**src/rtl/core/tadc_pkg.sv**
```systemverilog
// Types, widths and lookup tables for the thermistor ADC to temperature core.
package tadc_pkg;

   localparam int ADC_W         = 12;
   localparam int TEMP_W        = 12;
   localparam int STAT_W        = 2;
   localparam int TABLE_ENTRIES = 16;
   localparam int IDX_W         = $clog2(TABLE_ENTRIES);
   localparam int RES_W         = 15;   // widest table resistance, 1/16 ohm
   localparam int R_W           = 25;   // widest computed resistance, 1/16 ohm
   localparam int DVD_W         = RES_W + TEMP_W;  // divider dividend / quotient
   localparam int DVS_W         = RES_W;           // divider divisor

   localparam int REF_SCALE  = 330 * 16;  // reference ohms in 1/16 ohm
   localparam int FULL_SCALE = 4095;

   // Clamp status codes
   localparam logic [STAT_W-1:0] ST_INTERP = 2'd0;
   localparam logic [STAT_W-1:0] ST_COLD   = 2'd1;
   localparam logic [STAT_W-1:0] ST_HOT    = 2'd2;

   // Resistance in 1/16 ohm, strictly decreasing
   localparam logic [RES_W-1:0] RES_TAB [TABLE_ENTRIES] = '{
      15'd32496, 15'd20576, 15'd13502, 15'd9118, 15'd6208, 15'd4445, 15'd3200, 15'd2347,
      15'd1728,  15'd1323,  15'd1016,  15'd789,  15'd622,  15'd486,  15'd390,  15'd317
   };

   // Temperature in 1/16 degC
   localparam logic [TEMP_W-1:0] TEMP_TAB [TABLE_ENTRIES] = '{
      12'd320,  12'd480,  12'd640,  12'd800,  12'd960,  12'd1120, 12'd1280, 12'd1440,
      12'd1600, 12'd1760, 12'd1920, 12'd2080, 12'd2240, 12'd2400, 12'd2560, 12'd2720
   };

   // Divider start request
   typedef struct packed {
      logic             start;
      logic [DVD_W-1:0] dividend;
      logic [DVS_W-1:0] divisor;
   } div_req_type;

   // Divider result
   typedef struct packed {
      logic             done;
      logic [DVD_W-1:0] quotient;
   } div_rsp_type;

endpackage

```
**src/rtl/core/tadc_if.sv**
```systemverilog
// Valid/ready channel interfaces for ADC code words and temperature words.
interface tadc_req_if
   import tadc_pkg::*;
   ();
   logic             valid;
   logic             ready;
   logic [ADC_W-1:0] adc_code;

   modport source (output valid, output adc_code, input ready);
   modport sink   (input valid, input adc_code, output ready);
endinterface

interface tadc_rsp_if
   import tadc_pkg::*;
   ();
   logic              valid;
   logic              ready;
   logic [TEMP_W-1:0] temperature;
   logic [STAT_W-1:0] clamp_status;

   modport source (output valid, output temperature, output clamp_status, input ready);
   modport sink   (input valid, input temperature, input clamp_status, output ready);
endinterface

```
**src/rtl/core/tadc_divider.sv**
```systemverilog
// Restoring serial divider, one quotient bit per cycle, shared by both divisions.
module tadc_divider
   import tadc_pkg::*;
(
   input  logic        clock,
   input  logic        reset,
   input  div_req_type div_req,
   output div_rsp_type div_rsp
);

   localparam int CNT_W = $clog2(DVD_W);

   logic             busy_ff, busy_in;
   logic             done_ff, done_in;
   logic [CNT_W-1:0] cnt_ff, cnt_in;
   logic [DVS_W-1:0] rem_ff, rem_in;
   logic [DVD_W-1:0] quo_ff, quo_in;
   logic [DVS_W-1:0] dvs_ff, dvs_in;
   logic [DVS_W:0]   trial;
   logic             fits;

   // One shift-subtract step
   always_comb begin
      trial   = {rem_ff, quo_ff[DVD_W-1]};
      fits    = (trial >= {1'b0, dvs_ff});
      busy_in = busy_ff;
      done_in = 1'b0;
      cnt_in  = cnt_ff;
      rem_in  = rem_ff;
      quo_in  = quo_ff;
      dvs_in  = dvs_ff;
      if (div_req.start) begin
         busy_in = 1'b1;
         cnt_in  = '0;
         rem_in  = '0;
         quo_in  = div_req.dividend;
         dvs_in  = div_req.divisor;
      end else if (busy_ff) begin
         rem_in = fits ? DVS_W'(trial - {1'b0, dvs_ff}) : trial[DVS_W-1:0];
         quo_in = {quo_ff[DVD_W-2:0], fits};
         cnt_in = cnt_ff + 1'b1;
         if (cnt_ff == CNT_W'(DVD_W - 1)) begin
            busy_in = 1'b0;
            done_in = 1'b1;
         end
      end
   end

   always_ff @(posedge clock) begin
      if (reset) begin
         busy_ff <= 1'b0;
         done_ff <= 1'b0;
         cnt_ff  <= '0;
      end else begin
         busy_ff <= busy_in;
         done_ff <= done_in;
         cnt_ff  <= cnt_in;
      end
      rem_ff <= rem_in;
      quo_ff <= quo_in;
      dvs_ff <= dvs_in;
   end

   assign div_rsp.done     = done_ff;
   assign div_rsp.quotient = quo_ff;

endmodule

```
**src/rtl/core/thermistor_adc_to_temperature_core.sv**
```systemverilog
// A nonzero code runs the 27-step serial divider once for the resistance and, when
// interpolating, once more for the interpolation, with a table walk of one entry per cycle.
// The core takes one word at a time; the next word is taken as the result goes valid.
// Reset (synchronous, active high) returns the sequencer to idle and empties the output.
// The result register holds a finished word while the core takes the next one.
module thermistor_adc_to_temperature_core
   import tadc_pkg::*;
(
   input  logic              clock,
   input  logic              reset,
   tadc_req_if.sink          req_if,
   tadc_rsp_if.source        rsp_if
);

   localparam logic [2:0] S_IDLE  = 3'd0;
   localparam logic [2:0] S_DIV_R = 3'd1;
   localparam logic [2:0] S_WALK  = 3'd2;
   localparam logic [2:0] S_MUL   = 3'd3;
   localparam logic [2:0] S_DIV_T = 3'd4;
   localparam logic [2:0] S_FIN   = 3'd5;

   logic [2:0]        state_ff, state_in;
   logic [R_W-1:0]    r_ff, r_in;
   logic [IDX_W-1:0]  idx_ff, idx_in;
   logic [TEMP_W-1:0] t_base_ff, t_base_in;
   logic [TEMP_W-1:0] res_temp_ff, res_temp_in;
   logic [STAT_W-1:0] res_stat_ff, res_stat_in;
   logic              rsp_valid_ff, rsp_valid_in;
   logic [TEMP_W-1:0] rsp_temp_ff, rsp_temp_in;
   logic [STAT_W-1:0] rsp_stat_ff, rsp_stat_in;

   div_req_type       div_req;
   div_rsp_type       div_rsp;

   logic [R_W-1:0]    span;
   logic [R_W-1:0]    num;
   logic [IDX_W-1:0]  idx_nx;
   logic [RES_W-1:0]  r1, r2;
   logic [TEMP_W-1:0] t1, t2;
   logic              seg_ok;
   logic [RES_W-1:0]  dr;
   logic [DVD_W-1:0]  prod;
   logic              accept;
   logic              out_free;

   tadc_divider u_div (
      .clock   (clock),
      .reset   (reset),
      .div_req (div_req),
      .div_rsp (div_rsp)
   );

   // Scaled divider voltage and interval operands
   always_comb begin
      span   = R_W'(ADC_W'(FULL_SCALE) - req_if.adc_code);
      num    = span * R_W'(REF_SCALE);
      idx_nx = idx_ff + 1'b1;
      r1     = RES_TAB[idx_ff];
      r2     = RES_TAB[idx_nx];
      t1     = TEMP_TAB[idx_ff];
      t2     = TEMP_TAB[idx_nx];
      seg_ok = (r1 > r2) && (R_W'(r1) >= r_ff) && (t2 >= t1);
      dr     = r1 - r_ff[RES_W-1:0];
      prod   = DVD_W'(dr) * DVD_W'(t2 - t1);
   end

   assign accept   = req_if.valid && req_if.ready;
   assign out_free = !rsp_valid_ff || rsp_if.ready;

   // Sequencer
   always_comb begin
      state_in         = state_ff;
      r_in             = r_ff;
      idx_in           = idx_ff;
      t_base_in        = t_base_ff;
      res_temp_in      = res_temp_ff;
      res_stat_in      = res_stat_ff;
      div_req.start    = 1'b0;
      div_req.dividend = DVD_W'(num);
      div_req.divisor  = DVS_W'(req_if.adc_code);
      case (state_ff)
         S_IDLE: begin
            if (accept) begin
               if (req_if.adc_code == '0) begin
                  res_temp_in = TEMP_TAB[0];
                  res_stat_in = ST_COLD;
                  state_in    = S_FIN;
               end else begin
                  div_req.start = 1'b1;
                  state_in      = S_DIV_R;
               end
            end
         end
         S_DIV_R: begin
            if (div_rsp.done) begin
               r_in   = div_rsp.quotient[R_W-1:0];
               idx_in = '0;
               if (div_rsp.quotient >= DVD_W'(RES_TAB[0])) begin
                  res_temp_in = TEMP_TAB[0];
                  res_stat_in = ST_COLD;
                  state_in    = S_FIN;
               end else if (div_rsp.quotient <= DVD_W'(RES_TAB[TABLE_ENTRIES-1])) begin
                  res_temp_in = TEMP_TAB[TABLE_ENTRIES-1];
                  res_stat_in = ST_HOT;
                  state_in    = S_FIN;
               end else begin
                  state_in = S_WALK;
               end
            end
         end
         S_WALK: begin
            // Step down the table while the resistance is below the next point
            if ((idx_ff < IDX_W'(TABLE_ENTRIES - 2)) && (r_ff < R_W'(r2))) begin
               idx_in = idx_nx;
            end else begin
               state_in = S_MUL;
            end
         end
         S_MUL: begin
            t_base_in   = t1;
            res_stat_in = ST_INTERP;
            if (seg_ok) begin
               div_req.start    = 1'b1;
               div_req.dividend = prod;
               div_req.divisor  = DVS_W'(r1 - r2);
               state_in         = S_DIV_T;
            end else begin
               res_temp_in = t1;
               state_in    = S_FIN;
            end
         end
         S_DIV_T: begin
            if (div_rsp.done) begin
               res_temp_in = t_base_ff + div_rsp.quotient[TEMP_W-1:0];
               state_in    = S_FIN;
            end
         end
         S_FIN: begin
            if (out_free) begin
               state_in = S_IDLE;
            end
         end
         default: begin
            state_in = S_IDLE;
         end
      endcase
   end

   // Output word register
   always_comb begin
      rsp_valid_in = rsp_valid_ff && !rsp_if.ready;
      rsp_temp_in  = rsp_temp_ff;
      rsp_stat_in  = rsp_stat_ff;
      if (state_ff == S_FIN && out_free) begin
         rsp_valid_in = 1'b1;
         rsp_temp_in  = res_temp_ff;
         rsp_stat_in  = res_stat_ff;
      end
   end

   always_ff @(posedge clock) begin
      if (reset) begin
         state_ff     <= S_IDLE;
         rsp_valid_ff <= 1'b0;
      end else begin
         state_ff     <= state_in;
         rsp_valid_ff <= rsp_valid_in;
      end
      r_ff        <= r_in;
      idx_ff      <= idx_in;
      t_base_ff   <= t_base_in;
      res_temp_ff <= res_temp_in;
      res_stat_ff <= res_stat_in;
      rsp_temp_ff <= rsp_temp_in;
      rsp_stat_ff <= rsp_stat_in;
   end

   assign req_if.ready        = (state_ff == S_IDLE);
   assign rsp_if.valid        = rsp_valid_ff;
   assign rsp_if.temperature  = rsp_temp_ff;
   assign rsp_if.clamp_status = rsp_stat_ff;

endmodule

```
**src/flat_wrapper.sv**
```systemverilog
// flat-port wrapper written by rule: the top's interface ports become plain ports
module thermistor_adc_to_temperature_core_flat import tadc_pkg::*;
  (clock, reset, req_if_valid, req_if_adc_code, req_if_ready, rsp_if_valid, rsp_if_temperature, rsp_if_clamp_status, rsp_if_ready);
  tadc_req_if req_if_i ();
  tadc_rsp_if rsp_if_i ();
  input  logic clock;
  input  logic reset;
  input wire logic [$bits(req_if_i.valid)-1:0] req_if_valid;
  input wire logic [$bits(req_if_i.adc_code)-1:0] req_if_adc_code;
  output wire logic [$bits(req_if_i.ready)-1:0] req_if_ready;
  output wire logic [$bits(rsp_if_i.valid)-1:0] rsp_if_valid;
  output wire logic [$bits(rsp_if_i.temperature)-1:0] rsp_if_temperature;
  output wire logic [$bits(rsp_if_i.clamp_status)-1:0] rsp_if_clamp_status;
  input wire logic [$bits(rsp_if_i.ready)-1:0] rsp_if_ready;
  assign req_if_i.valid = req_if_valid;
  assign req_if_i.adc_code = req_if_adc_code;
  assign req_if_ready = req_if_i.ready;
  assign rsp_if_valid = rsp_if_i.valid;
  assign rsp_if_temperature = rsp_if_i.temperature;
  assign rsp_if_clamp_status = rsp_if_i.clamp_status;
  assign rsp_if_i.ready = rsp_if_ready;
  thermistor_adc_to_temperature_core u_core (.clock(clock), .reset(reset), .req_if(req_if_i), .rsp_if(rsp_if_i));
endmodule
```
**config.mk**
```make
export PLATFORM = sky130hd
export DESIGN_NAME = thermistor_adc_to_temperature_core_flat
export DESIGN_NICKNAME = d
export VERILOG_FILES = /design/src/rtl/core/tadc_pkg.sv /design/src/rtl/core/tadc_if.sv /design/src/rtl/core/tadc_divider.sv /design/src/rtl/core/thermistor_adc_to_temperature_core.sv /design/src/flat_wrapper.sv
export SDC_FILE = /design/constraint.sdc
export NUM_CORES = 1
export LEC_CHECK = 0
export BUFFER_PORTS_ARGS = -buffer_cell sky130_fd_sc_hd__buf_2
export CAP_MARGIN = 0
export CORE_UTILIZATION = 45
export CTS_CLUSTER_SIZE = 24
export DETAILED_ROUTE_END_ITERATION = 8
export PLACE_DENSITY_LB_ADDON = 0.12
export SYNTH_ARGS = -nofsm -noshare
export SYNTH_HDL_FRONTEND = slang
export SYNTH_SLANG_ARGS = --single-unit
```
**constraint.sdc**
```tcl
create_clock -name clock -period 27 [get_ports clock]
set_clock_uncertainty 0.15 [all_clocks]
set_input_delay 4.05 -clock clock [delete_from_list [all_inputs] [get_ports clock]]
set_output_delay 4.05 -clock clock [all_outputs]
set_load 0.1 [all_outputs]
```
==> summary.md <==
| Metric | Value |
|---|---|
| Yosys reg bits | 132 |
| Setup TNS | 0 ns |
| Pwr Density | 45.3 mW/mm^2 |
| Compound-Gate Fraction of Synth Area | 0.147 |
| Slew @ Worst Pin | roughly 1.0 ns |
| Ys async rst share | 0 |
| DR pass1 iterations | 5 |
| Die Span X | roughly 190 um |
| Num CTS Buffers | 17 |
| Top cell type's share of synthesized area | 0.204 |
| Worst Hold Path Cells | 0 |
| Post-layout min period | 10.13 ns |
| # nets final | 2,055 |
| Routability congestion estimate | 0.943 |
| FF-to-FF setup slack | 16.87 ns |
| GRT Total Usage | 0.243 |
| Clock transition at path regs | about 0.06 ns |
| Maximum vdd drop | approximately 0.000052 V |
| Worst path slowest cell | edfxtp_1 |
| Setup Fix Bufs, Post-CTS | 0 |
| CP endpoint kind | flop |
| Dominant cells by area after synthesis | edfxtp_1 20%, fa_1 18%, ha_1 15% |
| Antenna violations before repair | 0 |
| LEAKAGE | 0.00784 uW |
| CTS tree | built |
| DR vias | 11,944 |
| Die Y | between 150 and 200 um |
| Clk root buf | clkbuf_16 |
| Buffer depth of the longest clock path | 2 |
| Mapped Area | roughly 0.016 sq mm |
| Drt via density | 5.50 |
| First-pass GRT wire length | 66,700 um |
| FILL cells | 3,223 |
| # diodes | 0 |
| Slew HR | 0.298 |
| Worst path max stage delay | 0.73 ns |
| Hold Path Class | reg -> reg |
| Yosys warns | 0 |
| Row Count | 67 |
| HPWL Detailed | 33,300 um |
| GR Overflow Total | 0 |
| Drt total wl | 41,000 um |
| Synth Instances | approximately 1,700 |
| I/O Buffers | 31 |
| Clk Latency, worst-skew pair | ~0.45 ns |
| Final ANT Viol Nets | 0 |
| Post-synth EDFFs | 106 |
| Drt initial violations | 775 |
| Reg2reg start | u_core.idx_ff[1] |
| Multi-input gate area | 0.0107 sq mm |
| H-Tree Depth | 4 |
| Worst EP arrival | 10.18 ns |
| Hold WS | 0.272 ns |
| Max Freq | ~0.099 GHz |
| HP Start | u_core.res_temp_ff[9] |
| Dominant synthesized flop cell | edfxtp_1 |
| Critical path class | reg -> reg |
| Synth cell count leaders | 265 x inv_1, 184 x ha_1, 161 x nor2_1 |
| CTS resizes | 0 |
| Post-synthesis cell type count | 80 |
| Syn_area_per_cell | 9.21 sq um |
| Setup repair after global routing missed its margin | no |
| WP data required | 27.05 ns |
| Final slew viol count | 0 |
| Routed len/inst | 18.9 um |
| Synth Area in XOR/XNOR | 0.0521 |
| Layout area overhead | 7.92% |
| MaxCap Viol Count | 0 |
| R2r endpoint | u_core.u_div.quo_ff[26] |
| Crit-path max FO | 15 |
| Die Area | around 0.035 sq mm |
| Hold-critical path endpoint | u_core.rsp_if.temperature[9] |
| DRC | 0 |
| Cts-stage hold buffer count | 0 |
| Final hold violation count | 0 |
| Final Setup Violations | 0 |
| Leading area contributor after synthesis | edfxtp_1 |
| Adder-Cell Fraction of Synth Area | 0.331 |
| I/O pin cnt | 32 |
| Critical Path Source Type | flop |
| Largest net degree at the start of global routing | 41 |
| Final worst path period share | 0.375 |
| Largest family of logic cells by synthesized area | adder cells |
| Most frequent cell after synthesis | inv_1 |
| Post-synthesis mux area share | 0.00857 |
| Synth Area in Simple Gates | 0.146 |
| Initial Utilization | 0.461 |
| Layout cells sized above 1 | 0.0684 |
| Register area | roughly 0.0037 sq mm |
| TritonCTS Sinks | 132 |
| Vias in the first global route | 11,863 |
| Core area | 0.0339 sq mm |
| Post-synthesis sequential area ratio | 0.237 |
| Synth Net Count | between 2,000 and 2,500 |
| Outcome | completed |
| Worst R2R Path Depth | 36 |
[registers in the layout (all words and copies together), names as in the netlist]
signal and count:
u_core.u_div.quo_ff 27, u_core.r_ff 25, u_core.u_div.dvs_ff 15, u_core.u_div.rem_ff 15
u_core.res_temp_ff 12, u_core.rsp_if.temperature 12, u_core.t_base_ff 7, u_core.u_div.cnt_ff 5
u_core.idx_ff 4, u_core.state_ff 3, u_core.res_stat_ff 2, u_core.rsp_if.clamp_status 2
u_core.rsp_if.valid 1, u_core.u_div.busy_ff 1, u_core.u_div.done_ff 1
[area by class of cell]
| class | count | share of cell area |
|---|---|---|
| well taps | 448 | 0.0332 |
| clock buffers | 17 | 0.0252 |
| repair buffers | 46 | 0.0159 |
| clock inverters | 15 | 0.0117 |
| flip-flops and latches | 132 | 0.220 |
| inverters | 267 | 0.0596 |
| multi-input cells | 1248 | 0.635 |
[cells by family after synthesis]
group,count (synthesis)
AO/OA/AOI/OAI,347
multiplexers,12
flip-flops,132
AND/OR/NAND/NOR,469
buffers and inverters,317
adder cells (fa/ha/maj),327
XOR/XNOR,93
[worst max-delay path, delay by kind of cell, from the launching register on]
kind,cells,cell delay [ns]
XOR/XNOR,4,1.11
flip-flops,1,0.73
AND/OR/NAND/NOR,5,0.68
buffers and inverters,6,0.77
AO/OA/AOI/OAI,12,2.22
adder cells (fa/ha/maj),9,4.21
[cells in the final DEF, fill, tap and decap left out, types with 5 or more instances in the layout]
| cell type | synthesis | final |
|---|---|---|
| o22ai_1 | 9 | 9 |
| a211oi_2 | 12 | 12 |
| o21ai_0 | 67 | 67 |
| a211oi_1 | 29 | 29 |
| nand2_1 | 121 | 121 |
| o21a_1 | 20 | 20 |
| buf_4 | 0 | 15 |
| mux2i_1 | 10 | 10 |
| clkbuf_16 | 0 | 17 |
| a21oi_1 | 110 | 110 |
| nor3_1 | 21 | 21 |
| o31ai_1 | 7 | 7 |
| nor3_2 | 5 | 5 |
| and2_1 | 15 | 15 |
| nand2b_1 | 23 | 23 |
| inv_1 | 265 | 265 |
| fa_1 | 143 | 143 |
| nor4_1 | 16 | 16 |
| nand4_1 | 15 | 15 |
| nand3_1 | 26 | 26 |
| nor2_1 | 161 | 161 |
| or3_1 | 7 | 7 |
| xnor2_1 | 49 | 49 |
| and3_1 | 9 | 9 |
| dfxtp_1 | 26 | 26 |
| a21o_1 | 36 | 36 |
| a31oi_1 | 6 | 6 |
| nor2b_1 | 21 | 20 |
| edfxtp_1 | 106 | 106 |
| or2_2 | 6 | 6 |
| xor2_1 | 44 | 44 |
| buf_2 | 5 | 31 |
| ha_1 | 184 | 184 |
| nor3b_1 | 6 | 6 |
[worst max-delay path by stage]
stage | start | endpoint | slack, ns | depth (start not counted)
4_1_cts | u_core.idx_ff[1] | u_core.u_div.quo_ff[26] | 16.99 | 36
3_5_place_dp | u_core.idx_ff[1] | u_core.u_div.quo_ff[26] | 17.05 | 36
6_report | u_core.idx_ff[1] | u_core.u_div.quo_ff[26] | 16.87 | 36
2_1_floorplan | u_core.idx_ff[0] | u_core.u_div.quo_ff[26] | 18.05 | 38
3_3_place_gp | u_core.idx_ff[1] | u_core.u_div.quo_ff[26] | 17.18 | 36
5_1_grt | u_core.idx_ff[1] | u_core.u_div.quo_ff[26] | 16.24 | 36
[routing by layer]
metal | GRT usage | vias to the layer above | part of all wire
met5 | 0 | - | 0
met4 | 0.0859 | 0 | 0.027
met3 | 0.0311 | 62 | 0.033
met2 | 0.403 | 254 | 0.48
met1 | 0.327 | 5823 | 0.46
li1 | - | 5805 | -
[per-stage QoR]
| stage | setup slack, ns | instances | instance area, sq um | power [uW] | util |
|---|---|---|---|---|---|
| floorplan | 18.05 | 1697 | 15600 | 462 | - |
| finish | 16.87 | 2173 | 16900 | 764 | 0.498 |
| CTS | 16.99 | 2173 | 16900 | 769 | 0.498 |
| global route | 16.24 | 2173 | 16900 | 811 | 0.498 |
| detailed placement | 17.05 | 2141 | 16200 | 517 | 0.479 |
| global placement | 17.18 | 2141 | 16200 | 515 | 0.479 |
[report_power, final]
group | switching (uW) | total (uW) | internal, uW | leakage, uW
logic | 135 | 232 | 97.0 | 0.00635
clock network | 101 | 249 | 148 | 0.000299
registers | 28.7 | 283 | 254 | 0.00119
Power figures use the tool's default switching activity.
